<file path="src/sv/ptd_pkg.sv">
// Shared opcodes and unit interface types for the periodic task dispatcher.
package ptd_pkg;

    localparam logic [2:0] OP_TICK    = 3'd0;
    localparam logic [2:0] OP_RUN     = 3'd1;
    localparam logic [2:0] OP_ADD     = 3'd2;
    localparam logic [2:0] OP_REMOVE  = 3'd3;
    localparam logic [2:0] OP_RESTART = 3'd4;
    localparam logic [2:0] OP_ENABLE  = 3'd5;

    localparam int TICK_W = 32;

    typedef struct packed {
        logic              sub;
        logic [TICK_W-1:0] a;
        logic [TICK_W-1:0] b;
        logic [TICK_W-1:0] lim;
    } alu_req_t;

    typedef struct packed {
        logic [TICK_W-1:0] sum;
        logic              ge;
    } alu_rsp_t;

endpackage

</file>
<file path="src/sv/ptd_ram.sv">
// Generic single write port, single read port RAM with registered read data.
module ptd_ram #(
    parameter int WIDTH = 32,
    parameter int DEPTH = 16
) (
    input  logic                     clk,
    input  logic                     we,
    input  logic [$clog2(DEPTH)-1:0] waddr,
    input  logic [WIDTH-1:0]         wdata,
    input  logic [$clog2(DEPTH)-1:0] raddr,
    output logic [WIDTH-1:0]         rdata
);

    logic [WIDTH-1:0] mem_reg [DEPTH];
    logic [WIDTH-1:0] rdata_reg;

    always_ff @(posedge clk)
    begin
        if (we)
        begin
            mem_reg[waddr] <= wdata;
        end
        rdata_reg <= mem_reg[raddr];
    end

    assign rdata = rdata_reg;

endmodule

</file>
<file path="src/sv/ptd_alu.sv">
// Shared 32-bit unit: tick increment, or elapsed-tick subtraction with period compare.
module ptd_alu
    import ptd_pkg::*;
(
    input  alu_req_t req,
    output alu_rsp_t rsp
);

    logic [TICK_W-1:0] sum;

    // Subtraction wraps modulo 2^32, which is exactly the elapsed tick count.
    assign sum     = req.sub ? (req.a - req.b) : (req.a + TICK_W'(1));
    assign rsp.sum = sum;
    assign rsp.ge  = (sum >= req.lim);

endmodule

</file>
<file path="src/sv/periodic_task_dispatcher_core.sv">
// Periodic task dispatcher: a ring of task slots served round robin against a tick counter.
// Every item gives exactly one result. Tick, add, restart, enable and unused-opcode items,
// a run step with no current task and a remove of an unused slot go from S_EXEC straight
// to S_DONE, which presents the result. A run step with a current task goes through S_RUN
// between the two, since it reads the slot's period, last tick and link from RAM and then
// uses the shared subtract-and-compare unit. A remove of a used slot goes through S_RMV,
// then, unless the slot is the head, through S_WALK, which walks the link RAM one entry per
// cycle to find the predecessor, and then through S_RMEND to S_DONE. One item is in work
// at a time; a finished result waits in the output register while the next item is taken,
// and an item that finishes while that register is still full waits until it is free.
module periodic_task_dispatcher_core
    import ptd_pkg::*;
#(
    parameter int MAX_TASKS = 16
) (
    input  logic        clk,
    input  logic        rst_n,
    input  logic        in_valid,
    output logic        in_ready,
    input  logic [2:0]  opcode,
    input  logic [3:0]  task_slot,
    input  logic [31:0] task_period,
    input  logic        enable_flag,
    output logic        out_valid,
    input  logic        out_ready,
    output logic        fired,
    output logic [3:0]  fired_slot,
    output logic [31:0] tick_now
);

    localparam int IW = $clog2(MAX_TASKS);
    localparam int SW = $clog2(MAX_TASKS + 1);
    localparam logic [SW-1:0] NIL = SW'(MAX_TASKS);

    localparam logic [2:0] S_IDLE  = 3'd0;
    localparam logic [2:0] S_EXEC  = 3'd1;
    localparam logic [2:0] S_RUN   = 3'd2;
    localparam logic [2:0] S_RMV   = 3'd3;
    localparam logic [2:0] S_WALK  = 3'd4;
    localparam logic [2:0] S_RMEND = 3'd5;
    localparam logic [2:0] S_DONE  = 3'd6;

    logic [2:0]           state_reg, state_next;
    logic [2:0]           op_reg, op_next;
    logic [3:0]           slot_reg, slot_next;
    logic [31:0]          period_reg, period_next;
    logic                 en_reg, en_next;
    logic [31:0]          tick_reg, tick_next;
    logic [MAX_TASKS-1:0] used_reg, used_next;
    logic [MAX_TASKS-1:0] dis_reg, dis_next;
    logic [SW-1:0]        head_reg, head_next;
    logic [SW-1:0]        cur_reg, cur_next;
    logic [SW-1:0]        walk_reg, walk_next;
    logic [SW-1:0]        link_s_reg, link_s_next;
    logic [SW-1:0]        guard_reg, guard_next;
    logic                 res_fired_reg, res_fired_next;
    logic [3:0]           res_slot_reg, res_slot_next;
    logic                 out_valid_reg, out_valid_next;
    logic                 fired_reg, fired_next;
    logic [3:0]           fired_slot_reg, fired_slot_next;
    logic [31:0]          tick_now_reg, tick_now_next;

    logic [IW-1:0] ram_raddr, ram_waddr;
    logic          per_we, last_we, link_we;
    logic [31:0]   last_wdata;
    logic [SW-1:0] link_wdata;
    logic [31:0]   period_q, last_q;
    logic [SW-1:0] link_q;

    alu_req_t alu_req;
    alu_rsp_t alu_rsp;

    logic          slot_ok;
    logic [IW-1:0] sidx, cidx;
    logic [SW-1:0] s_sw, nxt, guard_inc;

    ptd_ram #(.WIDTH(32), .DEPTH(MAX_TASKS)) u_period_ram (
        .clk   (clk),
        .we    (per_we),
        .waddr (ram_waddr),
        .wdata (period_reg),
        .raddr (ram_raddr),
        .rdata (period_q)
    );

    ptd_ram #(.WIDTH(32), .DEPTH(MAX_TASKS)) u_last_ram (
        .clk   (clk),
        .we    (last_we),
        .waddr (ram_waddr),
        .wdata (last_wdata),
        .raddr (ram_raddr),
        .rdata (last_q)
    );

    ptd_ram #(.WIDTH(SW), .DEPTH(MAX_TASKS)) u_link_ram (
        .clk   (clk),
        .we    (link_we),
        .waddr (ram_waddr),
        .wdata (link_wdata),
        .raddr (ram_raddr),
        .rdata (link_q)
    );

    ptd_alu u_alu (
        .req (alu_req),
        .rsp (alu_rsp)
    );

    assign slot_ok   = (32'(slot_reg) < 32'(MAX_TASKS));
    assign sidx      = IW'(slot_reg);
    assign cidx      = IW'(cur_reg);
    assign s_sw      = SW'(slot_reg);
    assign guard_inc = guard_reg + SW'(1);
    // Successor of the slot whose link is on the RAM output, wrapping to the head.
    assign nxt       = (link_q < NIL) ? link_q : head_reg;

    assign alu_req.sub = (state_reg == S_RUN);
    assign alu_req.a   = tick_reg;
    assign alu_req.b   = last_q;
    assign alu_req.lim = period_q;

    assign in_ready   = (state_reg == S_IDLE);
    assign out_valid  = out_valid_reg;
    assign fired      = fired_reg;
    assign fired_slot = fired_slot_reg;
    assign tick_now   = tick_now_reg;

    always_comb
    begin
        state_next      = state_reg;
        op_next         = op_reg;
        slot_next       = slot_reg;
        period_next     = period_reg;
        en_next         = en_reg;
        tick_next       = tick_reg;
        used_next       = used_reg;
        dis_next        = dis_reg;
        head_next       = head_reg;
        cur_next        = cur_reg;
        walk_next       = walk_reg;
        link_s_next     = link_s_reg;
        guard_next      = guard_reg;
        res_fired_next  = res_fired_reg;
        res_slot_next   = res_slot_reg;
        out_valid_next  = out_valid_reg;
        fired_next      = fired_reg;
        fired_slot_next = fired_slot_reg;
        tick_now_next   = tick_now_reg;
        ram_raddr       = sidx;
        ram_waddr       = sidx;
        per_we          = 1'b0;
        last_we         = 1'b0;
        link_we         = 1'b0;
        last_wdata      = tick_reg;
        link_wdata      = head_reg;

        if (out_valid_reg && out_ready)
        begin
            out_valid_next = 1'b0;
        end

        unique case (state_reg)
            S_IDLE:
            begin
                if (in_valid)
                begin
                    op_next     = opcode;
                    slot_next   = task_slot;
                    period_next = task_period;
                    en_next     = enable_flag;
                    state_next  = S_EXEC;
                end
            end
            S_EXEC:
            begin
                res_fired_next = 1'b0;
                res_slot_next  = 4'd0;
                state_next     = S_DONE;
                unique case (op_reg)
                    OP_TICK:
                    begin
                        tick_next = alu_rsp.sum;
                    end
                    OP_RUN:
                    begin
                        if (cur_reg < NIL)
                        begin
                            ram_raddr  = cidx;
                            state_next = S_RUN;
                        end
                    end
                    OP_ADD:
                    begin
                        if (slot_ok && !used_reg[sidx])
                        begin
                            per_we          = 1'b1;
                            last_we         = 1'b1;
                            link_we         = 1'b1;
                            used_next[sidx] = 1'b1;
                            dis_next[sidx]  = !en_reg;
                            head_next       = s_sw;
                            if (!(cur_reg < NIL))
                            begin
                                cur_next = s_sw;
                            end
                        end
                    end
                    OP_REMOVE:
                    begin
                        if (slot_ok && used_reg[sidx])
                        begin
                            state_next = S_RMV;
                        end
                    end
                    OP_RESTART:
                    begin
                        if (slot_ok && used_reg[sidx])
                        begin
                            last_we = 1'b1;
                        end
                    end
                    OP_ENABLE:
                    begin
                        if (slot_ok && used_reg[sidx])
                        begin
                            dis_next[sidx] = !en_reg;
                        end
                    end
                    default:
                    begin
                    end
                endcase
            end
            S_RUN:
            begin
                res_slot_next = 4'(cur_reg);
                if (!dis_reg[cidx] && alu_rsp.ge)
                begin
                    res_fired_next = 1'b1;
                    ram_waddr      = cidx;
                    last_we        = 1'b1;
                end
                cur_next   = nxt;
                state_next = S_DONE;
            end
            S_RMV:
            begin
                // The link of the removed slot is on the RAM output.
                link_s_next = link_q;
                if (cur_reg == s_sw)
                begin
                    cur_next = (nxt == s_sw) ? NIL : nxt;
                end
                if (head_reg == s_sw)
                begin
                    head_next  = link_q;
                    state_next = S_RMEND;
                end
                else if (head_reg < NIL)
                begin
                    walk_next  = head_reg;
                    guard_next = '0;
                    ram_raddr  = IW'(head_reg);
                    state_next = S_WALK;
                end
                else
                begin
                    state_next = S_RMEND;
                end
            end
            S_WALK:
            begin
                // Each cycle the link of walk_reg arrives and the next read is issued at once.
                if (link_q == s_sw)
                begin
                    ram_waddr  = IW'(walk_reg);
                    link_wdata = link_s_reg;
                    link_we    = 1'b1;
                    state_next = S_RMEND;
                end
                else
                begin
                    walk_next  = link_q;
                    guard_next = guard_inc;
                    if ((guard_inc < NIL) && (link_q < NIL))
                    begin
                        ram_raddr = IW'(link_q);
                    end
                    else
                    begin
                        state_next = S_RMEND;
                    end
                end
            end
            S_RMEND:
            begin
                used_next[sidx] = 1'b0;
                dis_next[sidx]  = 1'b0;
                if (!(head_reg < NIL))
                begin
                    cur_next = NIL;
                end
                state_next = S_DONE;
            end
            S_DONE:
            begin
                if (!out_valid_reg || out_ready)
                begin
                    out_valid_next  = 1'b1;
                    fired_next      = res_fired_reg;
                    fired_slot_next = res_slot_reg;
                    tick_now_next   = tick_reg;
                    state_next      = S_IDLE;
                end
            end
            default:
            begin
                state_next = S_IDLE;
            end
        endcase
    end

    always_ff @(posedge clk or negedge rst_n)
    begin
        if (!rst_n)
        begin
            state_reg     <= S_IDLE;
            tick_reg      <= '0;
            used_reg      <= '0;
            dis_reg       <= '0;
            head_reg      <= NIL;
            cur_reg       <= NIL;
            out_valid_reg <= 1'b0;
        end
        else
        begin
            state_reg     <= state_next;
            tick_reg      <= tick_next;
            used_reg      <= used_next;
            dis_reg       <= dis_next;
            head_reg      <= head_next;
            cur_reg       <= cur_next;
            out_valid_reg <= out_valid_next;
        end
    end

    always_ff @(posedge clk)
    begin
        op_reg         <= op_next;
        slot_reg       <= slot_next;
        period_reg     <= period_next;
        en_reg         <= en_next;
        walk_reg       <= walk_next;
        link_s_reg     <= link_s_next;
        guard_reg      <= guard_next;
        res_fired_reg  <= res_fired_next;
        res_slot_reg   <= res_slot_next;
        fired_reg      <= fired_next;
        fired_slot_reg <= fired_slot_next;
        tick_now_reg   <= tick_now_next;
    end

`ifndef ASSERT_OFF
    // Between items there is a current task exactly when the ring is not empty.
    a_cur_iff_head: assert property (@(posedge clk) disable iff (!rst_n)
        (state_reg == S_IDLE) |-> ((cur_reg == NIL) == (head_reg == NIL)))
        else $error("current task and list head disagree on an empty ring");

    // Between items the head of the ring is always a slot in use.
    a_head_used: assert property (@(posedge clk) disable iff (!rst_n)
        ((state_reg == S_IDLE) && (head_reg != NIL)) |-> used_reg[IW'(head_reg)])
        else $error("list head names an unused slot");

    // Between items the current task is always a slot in use.
    a_cur_used: assert property (@(posedge clk) disable iff (!rst_n)
        ((state_reg == S_IDLE) && (cur_reg != NIL)) |-> used_reg[IW'(cur_reg)])
        else $error("current task names an unused slot");

    // A result is loaded only from the final state of an item.
    a_load_from_done: assert property (@(posedge clk) disable iff (!rst_n)
        $rose(out_valid_reg) |-> ($past(state_reg) == S_DONE))
        else $error("result raised outside the completion state");
`endif

endmodule
</file>
<file path="config.mk">
export PLATFORM = sky130hd
export DESIGN_NAME = periodic_task_dispatcher_core
export DESIGN_NICKNAME = d
export VERILOG_FILES = /design/src/sv/ptd_pkg.sv /design/src/sv/ptd_ram.sv /design/src/sv/ptd_alu.sv /design/src/sv/periodic_task_dispatcher_core.sv
export SDC_FILE = /design/constraint.sdc
export NUM_CORES = 2
export LEC_CHECK = 0
export ABC_CLOCK_PERIOD_IN_PS = 11700
export BUFFER_PORTS_ARGS = -buffer_cell sky130_fd_sc_hd__buf_2
export CAP_MARGIN = 20
export CORE_MARGIN = 10
export CORE_UTILIZATION = 50
export DETAILED_ROUTE_END_ITERATION = 8
export PLACE_DENSITY = 0.76
export SYNTH_ARGS = -nofsm -noshare
export SYNTH_HDL_FRONTEND = slang
export SYNTH_HIERARCHICAL = 1
export SYNTH_SLANG_ARGS = --single-unit
</file>
<file path="constraint.sdc">
create_clock -name clk -period 11.7 [get_ports clk]
set_input_delay 2.34 -clock clk [delete_from_list [all_inputs] [get_ports clk]]
set_output_delay 2.34 -clock clk [all_outputs]
set_load 0.02 [all_outputs]
</file>
---- Word level (Yosys, flattened, before mapping) ----
Memory sizes are Yosys's and may differ from the RTL's. A register that Yosys moved wholly into a read port is not among the register bits.
Cells that the tools add are included.
storage, ports and cells
  register bits ........................... 174
  RAM bits ................................ 1,104
  input bits .............................. 44
  output and inout port bits .............. 39
  logic and storage cells ................. 172
  memories kept ........................... 3
memory list
  name                  words  width  rd ports  clocked after memory_dff  wr ports  line           source
  u_last_ram.mem_reg    16     32     1         1                         1         ptd_ram.sv:14  logic [WIDTH-1:0] mem_reg [DEPTH];
  u_period_ram.mem_reg  16     32     1         1                         1         ptd_ram.sv:14
  u_link_ram.mem_reg    16     5      1         1                         1         ptd_ram.sv:14
operators by class
  add/subtract/negate cells ............... 3
  magnitude comparators ................... 8
  eq/ne operators ......................... 31
  muxes and demuxes ....................... 78
  bitwise logic cells ..................... 4
  reductions and logical operators ........ 26
operators with widths
  operator               count
  $pmux 16 s2            3
  $mux 5                 15
  $mux 16                4
  $mux 4                 11
  $add 32x1->32 const B  1
  $and 16x16->16         2
  $ge 32x32->1           1
  $mux 32                1
  $sub 32x32->32         1
  $pmux 4 s2             3
  $ne 2x2->1 const B     11
  $mux 1                 21
  $eq 5x4->1             4
  $lt 5x5->1 const B     4
  $pmux 5 s2             2
  $pmux 5 s4             1
  $mux 3                 6
  $pmux 3 s6             1
  $bwmux 16              1
  $not 16->16            1
  $or 16x16->16          1
  $eq 3x3->1 const B     5
  $eq 3x2->1 const B     4
  $pmux 4 s3             1
  22 further kinds       45

---- Logic depth before layout (Yosys ltp) ----
  depth in word-level cells ............... 8
  mapped depth ............................ 28
  gate-level depth less buffers ........... 26

---- By module ----
Netlist, hierarchy kept.
by module, submodules not included
  module                         times used  cells each  area each (um2)  seq. area each (um2)
  ptd_ram (u_last_ram)           1           838         19,836.5         16,015.4
  ptd_ram (u_period_ram)         1           838         19,835.3         16,015.4
  periodic_task_dispatcher_core  1           553         7,467.2          4,837.1
  ptd_ram (u_link_ram)           1           155         3,213.1          2,502.4
  ptd_alu                        1           391         2,760.1          0.0

---- Worst setup path after synthesis ----
Ideal clock, no wire load.
  kind .................................... register to register
  start ................................... reg state_reg[2]
  end ..................................... mem u_last_ram.mem_reg[0][0] (enable)
  setup time .............................. 0.461 ns
  data arrival time ....................... 7.701 ns
  data required time ...................... 11.239 ns
  slack ................................... 3.538 ns
  cell stages (with the launch flop) ...... 27
  buffers on the path ..................... 2
  period minus slack after synthesis ...... 8.162 ns
  cells stage by stage .................... dfrtp_1 clkbuf_1 nor3b_1 clkbuf_1 nor2b_1 ha_1 nor2b_1 o31a_1 o211ai_4 o21ai_2 nor2_1 o21bai_1 xor2_1 ha_1 a21o_1 a21o_1 a21oi_1 nor3_1 a211oi_1 o21ai_0 a21o_1 nand2_1 a21oi_1 o21ai_1 o211ai_1 or3b_2 nor3_1
RTL lines
  what                      line                                  source
  start: declaration        periodic_task_dispatcher_core.sv:43   logic [2:0] state_reg, state_next;
  start signal: assignment  periodic_task_dispatcher_core.sv:337  state_reg <= state_next;
  end: declaration          ptd_ram.sv:14

==> results by group <==
Outcome
  • Status: completed

Critical path
  • Crit path cell chain: nor3b_2 > buf_4 > nand2b_1 > ha_1 > inv_1 > fa_1 > a21oi_1 > o22ai_1 > a21oi_1 > nand3b_1 > a2111oi_1 > nor2_1 > xnor2_1 > ha_1 > nand4_1 > a2111oi_0 > a21o_1 > nand2_1 > a21oi_1 > o21ai_1 > o211ai_1 > nand3_1 > nor2_4
  • Critical Path Source Type: flop
  • Maximum fanout along the worst path: 39
  • Critical-path top delay cell: nor2_4
  • R2r startpoint: state_reg[2]
  • FF-to-FF End: u_last_ram/mem_reg[14][2]
  • Critical path endpoint category: flop
  • Worst reg2reg setup slack: 3.61 ns
  • CP delay by family, top: compound AO/OA/AOI/OAI gates
  • Req. time, crit path: 12.04 ns
  • Buf/Inv on CP: 2
  • WP data arrival: 8.43 ns
  • Worst r2r path cells: 23
  • Crit Path Category: flop to flop
  • Crit-path most repeated cell: a21oi_1
  • CP max stage delay: 0.99 ns

Layout
  • Syn-to-layout area delta: 12.69%
  • Share of cells above drive strength 1: 0.2271
  • # nets final: 3024
  • Non-Filler Instances: 4417
  • Final Cell Area: 59850 um2

Clock network
  • Clk root buf: clkbuf_16
  • CTS Hold Bufs: 0
  • Cts repair resizes: 0
  • CTS tree: done
  • Worst-path clk slew: 0.06 ns
  • Total CTS buffers: 131
  • Postcts setup bufs: 0
  • CTS Buffer Depth: 3
  • Clock Latency Late Sink: 0.75 ns
  • H-tree Lvls: 4
  • Sink Count: 1347

Floorplan
  • Core box area: 105400 um2
  • Chip width: 345.9 um
  • IO Pins: 83
  • Die H: 345.9 um
  • FP Rows: 119
  • Initial Utilization: 0.5038
  • Die Area: 119700 um2

Yosys
  • Synth Cell Area: 53110 um2
  • EDFF count, synth: 1200
  • Syn nets: 2884
  • Synth warn: 6
  • Post-synthesis sequential area ratio: 0.7413
  • Post-synth ARST share: 0.05791
  • Mean Syn Cell Area: 19.14 um2
  • Post-synthesis instance total: 2775
  • Distinct cells, synth: 80
  • Synth Register Bits: 1347
  • Primary FF master, synth: edfxtp_1

GRT
  • Global-route wire length before repair: 179.0 mm
  • Largest net degree at the start of global routing: 115
  • Gr ovfl total: 0
  • GRT Total Usage: 0.1943
  • Initial antenna violation count: 2
  • Number of global-route vias before repair: 28223

STA
  • Endpoints failing hold: 0
  • Final Hold Slack: 0.4878 ns
  • Final Cycle Share: 0.6914
  • Clk_skew: 0.03475 ns
  • Max Freq: 0.1236 GHz
  • Tmin final: 8.090 ns
  • Final setup violation count: 0
  • RSZ-0062 raised after global routing: no
  • Setup TNS: 0 ns
  • Slew @ Worst Pin: 1.098 ns
  • Slew Viols, Final: 0
  • Worst rel slew slack: 0.2663

Hold path
  • Worst Hold Launch: dis_reg[4]
  • Hold Crit Class: flop to flop
  • Hold Crit Depth: 1
  • Hold path endpoint: dis_reg[4]

Routing
  • Drc violations: 0
  • Drt first pass iters: 5
  • Final wirelength: 117.2 mm
  • Antenna-violating nets left: 0
  • Via Count: 27311
  • Routed vias/inst: 6.183
  • Iter 0 DRT Violations: 3113
  • Routed WL per cell: 26.54 um

Place
  • Placed cells: 4162
  • Cell Area, Placed: 55390 um2
  • I/O Buffers: 82
  • HPWL after DPL: 68.49 mm
  • GP Congestion: 0.8425

Power
  • Power density over the cells: 231.5 nW/um2
  • Leakage Power: 19.59 nW
  • Peak supply drop: 0.1749 mV

Run
  • # Max-Cap Violations: 0
[cells in the final DEF, fill, tap and decap left out, drive strengths merged, types with 23 or more instances in the layout]
master / Yosys / routed
dfxtp: 69 / 69
clkbuf: 61 / 185
nor2: 92 / 92
ha: 64 / 64
dfrtp: 76 / 76
inv: 48 / 61
a21oi: 59 / 59
xnor2: 25 / 25
nor2b: 52 / 52
a21o: 23 / 23
mux4: 284 / 284
a22oi: 134 / 134
clkinv: 0 / 38
o21ai: 45 / 45
nand3: 32 / 32
nand2: 160 / 160
mux2: 56 / 56
nor3: 35 / 35
buf: 70 / 137
edfxtp: 1200 / 1200
[power breakdown]
| part | internal [mW] | total, mW | switching (mW) |
|---|---|---|---|
| combinational | 1.61 | 3.69 | 2.09 |
| sequential | 5.70 | 6.07 | 0.363 |
| clock | 2.31 | 4.10 | 1.78 |
| total | 9.62 | 13.9 | 4.23 |
[layout make-up]
cell class | instances | area, um2
fillers | 7565 | 45570
repair buffers | 138 | 1081
inverters | 48 | 180.2
multi-input cells | 1249 | 13240
clock buffers | 184 | 3660
flip-flops and latches | 1347 | 39370
clock inverters | 59 | 574.3
diodes | 1 | 2.502
well taps | 1391 | 1740
[synthesized netlist by cell type (all sizes together) (4+ instances only)]
cell / n / area share
inv: 48 / 0.0034
mux4: 284 / 0.12
edfxtp: 1200 / 0.68
clkbuf: 61 / 0.0044
nor2: 92 / 0.0065
xor2: 22 / 0.0036
dfrtp: 76 / 0.036
nand3: 32 / 0.0030
o22a: 8 / 0.0013
nand4: 11 / 0.0013
a32o: 5 / 0.00094
o21ai: 45 / 0.0045
nand2: 160 / 0.011
ha: 64 / 0.015
and2: 11 / 0.0013
nand3b: 14 / 0.0020
a211oi: 7 / 0.0012
o211ai: 9 / 0.0015
dfxtp: 69 / 0.026
mux2: 56 / 0.012
nand2b: 18 / 0.0021
a31oi: 9 / 0.0011
nor4: 4 / 0.00047
o31ai: 8 / 0.0015
nor2b: 52 / 0.0061
buf: 70 / 0.0073
a21oi: 59 / 0.0058
a21o: 23 / 0.0033
o41ai: 4 / 0.0010
and3: 6 / 0.00071
xnor2: 25 / 0.0041
nor3: 35 / 0.0036
o21a: 6 / 0.00085
mux2i: 5 / 0.00094
a22oi: 134 / 0.019
[worst reg2reg max path, stage by stage, from the launching register on]
cell       delay [ns]
dfrtp_1          0.89
nor3b_2          0.12
buf_4            0.27
nand2b_1         0.14
ha_1             0.18
inv_1            0.06
fa_1             0.39
a21oi_1          0.23
o22ai_1          0.13
a21oi_1          0.28
nand3b_1         0.22
a2111oi_1        0.47
nor2_1           0.10
xnor2_1          0.15
ha_1             0.31
nand4_1          0.14
a2111oi_0        0.44
a21o_1           0.22
nand2_1          0.07
a21oi_1          0.18
o21ai_1          0.24
o211ai_1         0.90
nand3_1          0.55
nor2_4           0.99
[worst max path at each step]
stage | slack (ns) | to | cells after the start | start
4_1_cts | 3.67 | u_period_ram/mem_reg[13][7] | 23 | state_reg[2]
6_report | 3.61 | u_last_ram/mem_reg[14][2] | 23 | state_reg[2]
3_5_place_dp | 3.75 | u_period_ram/mem_reg[13][11] | 23 | state_reg[2]
5_1_grt | 3.11 | u_last_ram/mem_reg[14][2] | 23 | state_reg[2]
2_1_floorplan | 3.54 | u_last_ram/mem_reg[0][0] | 26 | state_reg[2]
3_3_place_gp | 4.02 | u_period_ram/mem_reg[13][3] | 23 | state_reg[2]
[logic make-up (layout without fill, tap and decap cells)]
logic type,count (synthesis),after routing,synth area share
compound gates,345,345,0.04672
flops,1347,1347,0.7413
mux,345,345,0.1336
fa+ha+maj,65,65,0.01545
xor+xnor,47,47,0.007750
buf+inv,179,429,0.01503
other cells,0,1,0
simple gates,447,447,0.04019
[layer usage]
layer	track usage	wire [um]
met3	0.03282	9486
met5	0	13
met1	0.2638	45710
met4	0.05801	2641
met2	0.3221	59370
[stage by stage]
step | setup WS (ns) | utilization | power [mW]
final | 3.610 | 0.5677 | 13.86
after CTS | 3.668 | 0.5656 | 13.93
after floorplan | 3.538 | - | 8.730
after global routing | 3.111 | 0.5677 | 14.45
after detailed placement | 3.753 | 0.5255 | 9.817
after global placement | 4.023 | 0.5241 | 9.716
No activity file was read; power rests on OpenSTA's default activity.
